<file path="src/md5_pkg.sv">
package md5_pkg;

    // Kind of a queued transaction, decided by the front end
    typedef enum logic {
        ITEM_ABSORB = 1'b0,
        ITEM_FINISH = 1'b1
    } item_kind_t;

    typedef struct packed {
        item_kind_t  kind;
        logic [7:0]  data_byte;
    } item_t;

    // Queue between front end and compression engine
    localparam int QUEUE_DEPTH = 4;
    localparam int QUEUE_AW    = $clog2(QUEUE_DEPTH);

    // Block buffer: 16 little-endian words of four bytes
    localparam int BLOCK_WORDS = 16;
    localparam int STEPS       = 64;

    localparam logic [7:0] PAD_BYTE = 8'h80;

    // Standard initial chaining values A, B, C, D
    localparam logic [31:0] INIT_WORDS [4] = '{
        32'h67452301, 32'hefcdab89, 32'h98badcfe, 32'h10325476
    };

    // Per-step additive constants
    localparam logic [31:0] STEP_CONST [64] = '{
        32'hd76aa478, 32'he8c7b756, 32'h242070db, 32'hc1bdceee,
        32'hf57c0faf, 32'h4787c62a, 32'ha8304613, 32'hfd469501,
        32'h698098d8, 32'h8b44f7af, 32'hffff5bb1, 32'h895cd7be,
        32'h6b901122, 32'hfd987193, 32'ha679438e, 32'h49b40821,
        32'hf61e2562, 32'hc040b340, 32'h265e5a51, 32'he9b6c7aa,
        32'hd62f105d, 32'h02441453, 32'hd8a1e681, 32'he7d3fbc8,
        32'h21e1cde6, 32'hc33707d6, 32'hf4d50d87, 32'h455a14ed,
        32'ha9e3e905, 32'hfcefa3f8, 32'h676f02d9, 32'h8d2a4c8a,
        32'hfffa3942, 32'h8771f681, 32'h6d9d6122, 32'hfde5380c,
        32'ha4beea44, 32'h4bdecfa9, 32'hf6bb4b60, 32'hbebfbc70,
        32'h289b7ec6, 32'heaa127fa, 32'hd4ef3085, 32'h04881d05,
        32'hd9d4d039, 32'he6db99e5, 32'h1fa27cf8, 32'hc4ac5665,
        32'hf4292244, 32'h432aff97, 32'hab9423a7, 32'hfc93a039,
        32'h655b59c3, 32'h8f0ccc92, 32'hffeff47d, 32'h85845dd1,
        32'h6fa87e4f, 32'hfe2ce6e0, 32'ha3014314, 32'h4e0811a1,
        32'hf7537e82, 32'hbd3af235, 32'h2ad7d2bb, 32'heb86d391
    };

    // Message word used by a step
    function automatic logic [3:0] word_sel(input logic [5:0] step);
        logic [3:0] j;
        logic [3:0] g;
        j = step[3:0];
        unique case (step[5:4])
            2'd0:    g = j;
            2'd1:    g = j * 4'd5 + 4'd1;
            2'd2:    g = j * 4'd3 + 4'd5;
            default: g = j * 4'd7;
        endcase
        return g;
    endfunction

    // Left rotation amount of a step
    function automatic logic [4:0] rot_amount(input logic [5:0] step);
        logic [4:0] s;
        unique case ({step[5:4], step[1:0]})
            4'h0: s = 5'd7;
            4'h1: s = 5'd12;
            4'h2: s = 5'd17;
            4'h3: s = 5'd22;
            4'h4: s = 5'd5;
            4'h5: s = 5'd9;
            4'h6: s = 5'd14;
            4'h7: s = 5'd20;
            4'h8: s = 5'd4;
            4'h9: s = 5'd11;
            4'ha: s = 5'd16;
            4'hb: s = 5'd23;
            4'hc: s = 5'd6;
            4'hd: s = 5'd10;
            4'he: s = 5'd15;
            default: s = 5'd21;
        endcase
        return s;
    endfunction

endpackage

</file>
<file path="src/md5_front.sv">
module md5_front (
    input  logic             aclk,
    input  logic             aresetn,
    input  logic             s_valid,
    output logic             s_ready,
    input  logic             s_action,
    input  logic [7:0]       s_data_byte,
    output logic             q_valid,
    output md5_pkg::item_t   q_item,
    input  logic             q_pop
);

    localparam int AW = md5_pkg::QUEUE_AW;

    md5_pkg::item_t     slot_reg [md5_pkg::QUEUE_DEPTH];
    logic [AW-1:0]      wr_ptr_reg;
    logic [AW-1:0]      rd_ptr_reg;
    logic [AW:0]        fill_reg;
    logic               push;
    logic               pop;
    md5_pkg::item_t     new_item;

    // Classify the incoming transaction
    always_comb begin
        new_item.kind      = s_action ? md5_pkg::ITEM_FINISH : md5_pkg::ITEM_ABSORB;
        new_item.data_byte = s_data_byte;
    end

    assign s_ready = (fill_reg != (AW+1)'(md5_pkg::QUEUE_DEPTH));
    assign q_valid = (fill_reg != '0);
    assign q_item  = slot_reg[rd_ptr_reg];
    assign push    = s_valid && s_ready;
    assign pop     = q_pop && q_valid;

    // Queue storage, no reset needed
    always_ff @(posedge aclk) begin
        if (push) begin
            slot_reg[wr_ptr_reg] <= new_item;
        end
    end

    // Queue pointers
    always_ff @(posedge aclk) begin
        if (!aresetn) begin
            wr_ptr_reg <= '0;
            rd_ptr_reg <= '0;
            fill_reg   <= '0;
        end else begin
            if (push) begin
                wr_ptr_reg <= wr_ptr_reg + 1'b1;
            end
            if (pop) begin
                rd_ptr_reg <= rd_ptr_reg + 1'b1;
            end
            if (push && !pop) begin
                fill_reg <= fill_reg + 1'b1;
            end else if (pop && !push) begin
                fill_reg <= fill_reg - 1'b1;
            end
        end
    end

endmodule

</file>
<file path="src/md5_back.sv">
module md5_back (
    input  logic             aclk,
    input  logic             aresetn,
    input  logic             q_valid,
    input  md5_pkg::item_t   q_item,
    output logic             q_pop,
    output logic             m_valid,
    input  logic             m_ready,
    output logic [31:0]      m_digest_word,
    output logic [1:0]       m_word_index,
    output logic             m_last_word
);

    typedef enum logic [1:0] {
        ST_IDLE,
        ST_PAD,
        ST_COMP,
        ST_FINAL
    } state_t;

    state_t         state_reg;
    logic [31:0]    chain_reg [4];
    logic [31:0]    work_reg  [4];
    logic [60:0]    count_reg;
    logic [6:0]     step_reg;
    logic [3:0]     pad_word_reg;
    logic [1:0]     pad_lane_reg;
    logic           pad_first_reg;
    logic           len_blk_reg;
    logic           need_second_reg;
    logic           fin_reg;
    logic [31:0]    out_word_reg [4];
    logic [1:0]     out_idx_reg;
    logic           out_valid_reg;

    // Block buffer memory with byte-lane writes
    logic [31:0]    buf_mem [md5_pkg::BLOCK_WORDS];
    logic [31:0]    rdata_reg;
    logic [3:0]     mem_we;
    logic [3:0]     mem_waddr;
    logic [31:0]    mem_wdata;
    logic [3:0]     mem_raddr;

    logic [5:0]     pos;
    logic [63:0]    bit_len;
    logic [5:0]     sidx;
    logic [31:0]    f_val;
    logic [31:0]    t_val;
    logic [63:0]    rot_wide;
    logic [31:0]    sum_word [4];
    logic           take;
    logic           take_absorb;

    assign pos     = count_reg[5:0];
    assign bit_len = {count_reg, 3'b000};

    // Absorbs go on while a digest drains; a finish waits for the output to clear
    assign q_pop = (state_reg == ST_IDLE) && q_valid &&
                   ((q_item.kind == md5_pkg::ITEM_ABSORB) || !out_valid_reg);
    assign take        = q_pop;
    assign take_absorb = q_pop && (q_item.kind == md5_pkg::ITEM_ABSORB);

    // Buffer write: stored byte, or one word of padding / length
    always_comb begin
        mem_we    = '0;
        mem_waddr = pad_word_reg;
        mem_wdata = '0;
        if (take_absorb) begin
            mem_waddr      = pos[5:2];
            mem_we[pos[1:0]] = 1'b1;
            mem_wdata      = {4{q_item.data_byte}};
        end else if (state_reg == ST_PAD) begin
            if (len_blk_reg && pad_word_reg == 4'd14) begin
                mem_we    = '1;
                mem_wdata = bit_len[31:0];
            end else if (len_blk_reg && pad_word_reg == 4'd15) begin
                mem_we    = '1;
                mem_wdata = bit_len[63:32];
            end else if (pad_first_reg) begin
                for (int l = 0; l < 4; l++) begin
                    mem_we[l] = (2'(l) >= pad_lane_reg);
                    mem_wdata[8*l +: 8] = (2'(l) == pad_lane_reg) ? md5_pkg::PAD_BYTE : 8'h00;
                end
            end else begin
                mem_we = '1;
            end
        end
    end

    assign mem_raddr = md5_pkg::word_sel(step_reg[5:0]);

    always_ff @(posedge aclk) begin
        for (int l = 0; l < 4; l++) begin
            if (mem_we[l]) begin
                buf_mem[mem_waddr][8*l +: 8] <= mem_wdata[8*l +: 8];
            end
        end
        rdata_reg <= buf_mem[mem_raddr];
    end

    // One compression step on the word read in the previous cycle
    assign sidx = step_reg[5:0] - 6'd1;

    always_comb begin
        unique case (sidx[5:4])
            2'd0:    f_val = (work_reg[1] & work_reg[2]) | (~work_reg[1] & work_reg[3]);
            2'd1:    f_val = (work_reg[1] & work_reg[3]) | (work_reg[2] & ~work_reg[3]);
            2'd2:    f_val = work_reg[1] ^ work_reg[2] ^ work_reg[3];
            default: f_val = work_reg[2] ^ (work_reg[1] | ~work_reg[3]);
        endcase
        t_val    = work_reg[0] + f_val + rdata_reg + md5_pkg::STEP_CONST[sidx];
        rot_wide = {t_val, t_val} << md5_pkg::rot_amount(sidx);
    end

    always_comb begin
        for (int k = 0; k < 4; k++) begin
            sum_word[k] = chain_reg[k] + work_reg[k];
        end
    end

    // Sequencer and output registers
    always_ff @(posedge aclk) begin
        if (!aresetn) begin
            state_reg       <= ST_IDLE;
            count_reg       <= '0;
            step_reg        <= '0;
            pad_word_reg    <= '0;
            pad_lane_reg    <= '0;
            pad_first_reg   <= 1'b0;
            len_blk_reg     <= 1'b0;
            need_second_reg <= 1'b0;
            fin_reg         <= 1'b0;
            out_idx_reg     <= '0;
            out_valid_reg   <= 1'b0;
            for (int k = 0; k < 4; k++) begin
                chain_reg[k] <= md5_pkg::INIT_WORDS[k];
            end
        end else begin
            // digest words leave one per transaction
            if (out_valid_reg && m_ready) begin
                out_idx_reg <= out_idx_reg + 2'd1;
                if (out_idx_reg == 2'd3) begin
                    out_valid_reg <= 1'b0;
                end
            end

            unique case (state_reg)
                ST_IDLE: begin
                    if (take) begin
                        if (q_item.kind == md5_pkg::ITEM_ABSORB) begin
                            count_reg <= count_reg + 61'd1;
                            if (pos == 6'd63) begin
                                fin_reg   <= 1'b0;
                                step_reg  <= '0;
                                state_reg <= ST_COMP;
                            end
                        end else begin
                            fin_reg         <= 1'b1;
                            pad_word_reg    <= pos[5:2];
                            pad_lane_reg    <= pos[1:0];
                            pad_first_reg   <= 1'b1;
                            len_blk_reg     <= (pos[5:3] != 3'd7);
                            need_second_reg <= (pos[5:3] == 3'd7);
                            state_reg       <= ST_PAD;
                        end
                    end
                end
                ST_PAD: begin
                    pad_first_reg <= 1'b0;
                    pad_word_reg  <= pad_word_reg + 4'd1;
                    if (pad_word_reg == 4'd15) begin
                        step_reg  <= '0;
                        state_reg <= ST_COMP;
                    end
                end
                ST_COMP: begin
                    if (step_reg == 7'd0) begin
                        for (int k = 0; k < 4; k++) begin
                            work_reg[k] <= chain_reg[k];
                        end
                    end else begin
                        work_reg[0] <= work_reg[3];
                        work_reg[3] <= work_reg[2];
                        work_reg[2] <= work_reg[1];
                        work_reg[1] <= work_reg[1] + rot_wide[63:32];
                    end
                    step_reg <= step_reg + 7'd1;
                    if (step_reg == 7'(md5_pkg::STEPS)) begin
                        state_reg <= ST_FINAL;
                    end
                end
                ST_FINAL: begin
                    state_reg <= ST_IDLE;
                    if (fin_reg && need_second_reg) begin
                        for (int k = 0; k < 4; k++) begin
                            chain_reg[k] <= sum_word[k];
                        end
                        need_second_reg <= 1'b0;
                        len_blk_reg     <= 1'b1;
                        pad_first_reg   <= 1'b0;
                        pad_word_reg    <= '0;
                        state_reg       <= ST_PAD;
                    end else if (fin_reg) begin
                        // digest ready: hand it to the output, start a new message
                        for (int k = 0; k < 4; k++) begin
                            out_word_reg[k] <= sum_word[k];
                            chain_reg[k]    <= md5_pkg::INIT_WORDS[k];
                        end
                        out_idx_reg   <= '0;
                        out_valid_reg <= 1'b1;
                        count_reg     <= '0;
                        fin_reg       <= 1'b0;
                    end else begin
                        for (int k = 0; k < 4; k++) begin
                            chain_reg[k] <= sum_word[k];
                        end
                    end
                end
                default: state_reg <= ST_IDLE;
            endcase
        end
    end

    assign m_valid       = out_valid_reg;
    assign m_digest_word = out_word_reg[out_idx_reg];
    assign m_word_index  = out_idx_reg;
    assign m_last_word   = (out_idx_reg == 2'd3);

endmodule

</file>
<file path="src/md5_message_digest_top.sv">
// MD5 digest engine, one message byte per input transaction.
//
// Input channel (s_valid/s_ready): s_action = 0 absorbs s_data_byte,
// s_action = 1 finishes the message (s_data_byte ignored).
// Output channel (m_valid/m_ready): on each finish, four transactions
// carry chaining words A, B, C, D (m_word_index 0..3, m_last_word on D);
// the digest bytes are the little-endian bytes of each word, A first.
// A four-entry queue takes input transactions while the engine works.
// An absorb stores its byte in the block buffer; the 64th byte of a block
// adds a compression (a load, 64 steps, a fold into the chaining words).
// A finish writes the padding one buffer word per cycle and compresses,
// twice if no more than 8 bytes of the block remain. With an idle engine
// word A shows once the last compression is folded in; the words then
// leave one per cycle while m_ready is high. Otherwise the input takes
// one byte per cycle; the pauses come from the single step unit and the
// single block buffer. While m_ready is low the digest waits in its
// output register; bytes of the next message are still absorbed, and a
// second finish waits until the words have left. Reset clears the
// queue and output, loads the standard initial words and zeroes the
// byte count; the buffer is kept.
module md5_message_digest_top (
    input  logic         aclk,
    input  logic         aresetn,
    input  logic         s_valid,
    output logic         s_ready,
    input  logic         s_action,
    input  logic [7:0]   s_data_byte,
    output logic         m_valid,
    input  logic         m_ready,
    output logic [31:0]  m_digest_word,
    output logic [1:0]   m_word_index,
    output logic         m_last_word
);

    logic             q_valid;
    logic             q_pop;
    md5_pkg::item_t   q_item;

    md5_front u_front (
        .aclk        (aclk),
        .aresetn     (aresetn),
        .s_valid     (s_valid),
        .s_ready     (s_ready),
        .s_action    (s_action),
        .s_data_byte (s_data_byte),
        .q_valid     (q_valid),
        .q_item      (q_item),
        .q_pop       (q_pop)
    );

    md5_back u_back (
        .aclk          (aclk),
        .aresetn       (aresetn),
        .q_valid       (q_valid),
        .q_item        (q_item),
        .q_pop         (q_pop),
        .m_valid       (m_valid),
        .m_ready       (m_ready),
        .m_digest_word (m_digest_word),
        .m_word_index  (m_word_index),
        .m_last_word   (m_last_word)
    );

endmodule

</file>
<file path="config.mk">
export PLATFORM = sky130hd
export DESIGN_NAME = md5_message_digest_top
export DESIGN_NICKNAME = d
export VERILOG_FILES = /design/src/md5_pkg.sv /design/src/md5_front.sv /design/src/md5_back.sv /design/src/md5_message_digest_top.sv
export SDC_FILE = /design/constraint.sdc
export NUM_CORES = 2
export LEC_CHECK = 0
export BUFFER_PORTS_ARGS = -buffer_cell sky130_fd_sc_hd__buf_4
export CELL_PAD_IN_SITES_DETAIL_PLACEMENT = 0
export CELL_PAD_IN_SITES_GLOBAL_PLACEMENT = 2
export CORE_MARGIN = 2
export CORE_UTILIZATION = 30
export CTS_CLUSTER_DIAMETER = 100
export DETAILED_ROUTE_END_ITERATION = 7
export GPL_ROUTABILITY_DRIVEN = 0
export PLACE_DENSITY = 0.58
export SLEW_MARGIN = 20
export SYNTH_ARGS = -nofsm -noshare
export SYNTH_HDL_FRONTEND = slang
export SYNTH_HIERARCHICAL = 1
export SYNTH_SLANG_ARGS = --single-unit
</file>
<file path="constraint.sdc">
create_clock -name aclk -period 16.6 [get_ports aclk]
set_clock_uncertainty 0.2 [all_clocks]
set_input_delay 3.32 -clock aclk [delete_from_list [all_inputs] [get_ports aclk]]
set_output_delay 3.32 -clock aclk [all_outputs]
set_load 0.01 [all_outputs]
</file>
==> results.md <==
* Slew Limit Fails at 0
* Slew @ Worst Pin at 1168 ps
* Core area at 0.1974 mm^2
* Kind of critical path: reg -> reg
* Crit Path Max Fanout at 56
* Outcome: finished clean
* Nets at 5,439
* First-pass GRT wire length at 289.1 mm
* Design area at 0.06754 mm^2
* R2r worst-path depth at 41
* Post-synth ARST share at 0
* DP Cell Count at 7,629
* CP arrival at 13,130 ps
* Root buffer cell: clkbuf_16
* Post-layout minimum cycle time at 12,820 ps
* Worst Hold Class: reg -> reg
* Post-route setup TNS at 0 ps
* Grt ovf at 0
* Final hold vios at 0
* Crit path required time at 16,920 ps
* Post-CTS setup buffers at 0
* Slowest stage delay, CP at 840 ps
* # DRC at 0
* Synthesized area per cell at 11.64 um^2
* Clk slew on worst S/H paths at 60 ps
* Drt wl/cell at 25.35 um
* CP endpoint kind: flop
* Hold_sp: u_back/m_word_index[1]
* Multi-input gate area at 0.02736 mm^2
* #FFs+latches synth at 1,056
* FILL cells at 19,760
* Endpoint, Worst Hold: u_back/m_word_index[1]
* DP Wirelength at 144.1 mm
* Vias in the first global route at 40,120
* Final Cycle Share at 0.7720
* Layout cells sized above 1 at 0.1326
* DP Area at 0.06306 mm^2
* Detail Route Antenna Nets at 0
* Seq/Total Area, Yosys at 0.5114
* RSZ-0062 raised after global routing: no
* Worst path most repeated cell: o21ai_0
* Post-synthesis cell area at 0.05958 mm^2
* Iter 0 DRT Violations at 3,079
* # port buffers at 49
* Clk_lat worst skew at 810 ps
* Total GRT Usage at 0.1934
* Reg2Reg Launch Point: u_back/step_reg[1]
* Commonest cells after routing, fill and taps aside: edfxtp_1, nor2_1, nand2_1, a21oi_1, inv_1
* Top reg by flops: u_back/buf_mem
* Mapped Cells at 5,120
* CP Launch Type: flop
* Count of different cell masters after synthesis at 102
* Crit-path slowest cell: dfxtp_1
* Layout Cells excl Fill at 7,869
* I/O pin total at 50
* Die Span X at 449.7 um
* Via density at 5.187
* Area grow syn2layout at 13.35%
* Number of flip-flops in the largest register at 512
* Initial core utilization at 0.3018
* Clk buf depth at 3
* Most common cell after layout, fill and taps aside: edfxtp_1
* Register area at 0.03047 mm^2
* Post-CTS Resized at 0
* Final Setup Violations at 0
* Pre-antenna DRT Iters at 6
* Cts bufs inserted at 131
* Antenna violations before repair at 5
* Cts hold-fix bufs at 0
* Total Die Area at 0.2022 mm^2
* Post-synth top flop: edfxtp_1
* Clk sink count at 1,056
* Fmax at 0.07803 GHz
* Row count at 163
* WHS Path Cells at 2
* Ys Warns at 6
* Total Wirelength at 199.4 mm
* Reg2reg setup slack at 3780 ps
* Max-cap violations at 0
* Post-synth EDFFs at 932
* Die Y at 449.7 um
* R2R Path End: u_back/work_reg[1][30]
* Vias at 40,820
* Slew Limit Headroom at 0.2187
* H-tree lvl count at 4
* Syn_nets at 5,437
* Pin count of the biggest net entering global routing at 113
* CTS tree: yes
## critical path, delay by kind of cell, from the launching register on
kind,cells,cell delay (ps)
AO/OA/AOI/OAI,22,5360
adder cells (fa/ha/maj),7,3200
AND/OR/NAND/NOR,4,1260
buffers and inverters,5,1130
flip-flops,1,840
multiplexers,2,370
XOR/XNOR,1,150
## synthesized netlist by cell type (21+ instances only)
library cell  number  area share
xnor2_1          201       0.030
dfxtp_1          124       0.042
mux2i_1           93       0.016
mux4_2           179       0.068
a22oi_1           25      0.0031
xor2_1            80       0.012
nor3_1            71      0.0060
nor2_1           444       0.028
buf_2             23      0.0019
and2_1            81      0.0085
inv_1            251       0.016
o21ai_0          263       0.022
o21bai_1          21      0.0026
buf_1             47      0.0030
o22ai_1           39      0.0041
or3_1             36      0.0038
nor2b_1           58      0.0061
a31oi_1           69      0.0072
edfxtp_1         932        0.47
nand3_1           84      0.0071
clkbuf_1         186       0.012
a21o_1            78      0.0098
fa_1              71       0.024
a21oi_1          370       0.031
o211ai_1          29      0.0037
nand2b_1          91      0.0096
a211oi_1          69      0.0087
and3_1            40      0.0042
nand2_1          381       0.024
o21a_1            34      0.0043
ha_1             233       0.049
nand4_1           25      0.0026
mux2_2           108       0.020
## layout make-up
type / count / area share
sequential: 1056 / 0.4512
multi-input combinational: 3553 / 0.4052
clock buffer: 161 / 0.05113
tap: 2640 / 0.04891
timing repair buffer: 128 / 0.01478
clock inverter: 76 / 0.01469
inverter: 252 / 0.01401
antenna: 3 / 0.0001112
## how the worst max path moves through the flow
stage                     depth (start not counted)  slack, ps               start                endpoint
after floorplan                                  45       6280  u_back/step_reg[0]  u_back/work_reg[1][30]
after global placement                           41       4100  u_back/step_reg[1]  u_back/work_reg[1][30]
after detailed placement                         41       3830  u_back/step_reg[1]  u_back/work_reg[1][30]
after CTS                                        41       3830  u_back/step_reg[1]  u_back/work_reg[1][30]
after global routing                             41       2960  u_back/step_reg[1]  u_back/work_reg[1][30]
final                                            41       3780  u_back/step_reg[1]  u_back/work_reg[1][30]
## logic make-up after synthesis
family                   count (synthesis)  synth area share
buffers and inverters                  511           0.03293
flip-flops                            1056            0.5114
AND/OR/NAND/NOR                       1372            0.1077
AO/OA/AOI/OAI                         1209            0.1284
multiplexers                           385            0.1049
XOR/XNOR                               283           0.04185
adder cells (fa/ha/maj)                304           0.07278
## stage by stage
step           utilization  hold slack, ps  worst slack, ps
2_1_floorplan            -           266.5             6284
3_3_place_gp        0.3194           255.5             4103
3_5_place_dp        0.3194           265.3             3832
4_1_cts             0.3420           273.5             3828
5_1_grt             0.3421           299.2             2961
6_report            0.3421           270.0             3785
## layer usage
| metal | wire length [um] | up-vias | track usage |
|---|---|---|---|
| met3 | 7558 | 208 | 0.02678 |
| met5 | 13 | - | 0 |
| met4 | 3647 | 2 | 0.04237 |
| li1 | - | 19150 | - |
| met2 | 94850 | 807 | 0.3183 |
| met1 | 93370 | 20660 | 0.2700 |
Power is left out: the tool's default activity adds up to more than one toggle a clock period on the data nets, which glitch-free logic cannot reach.
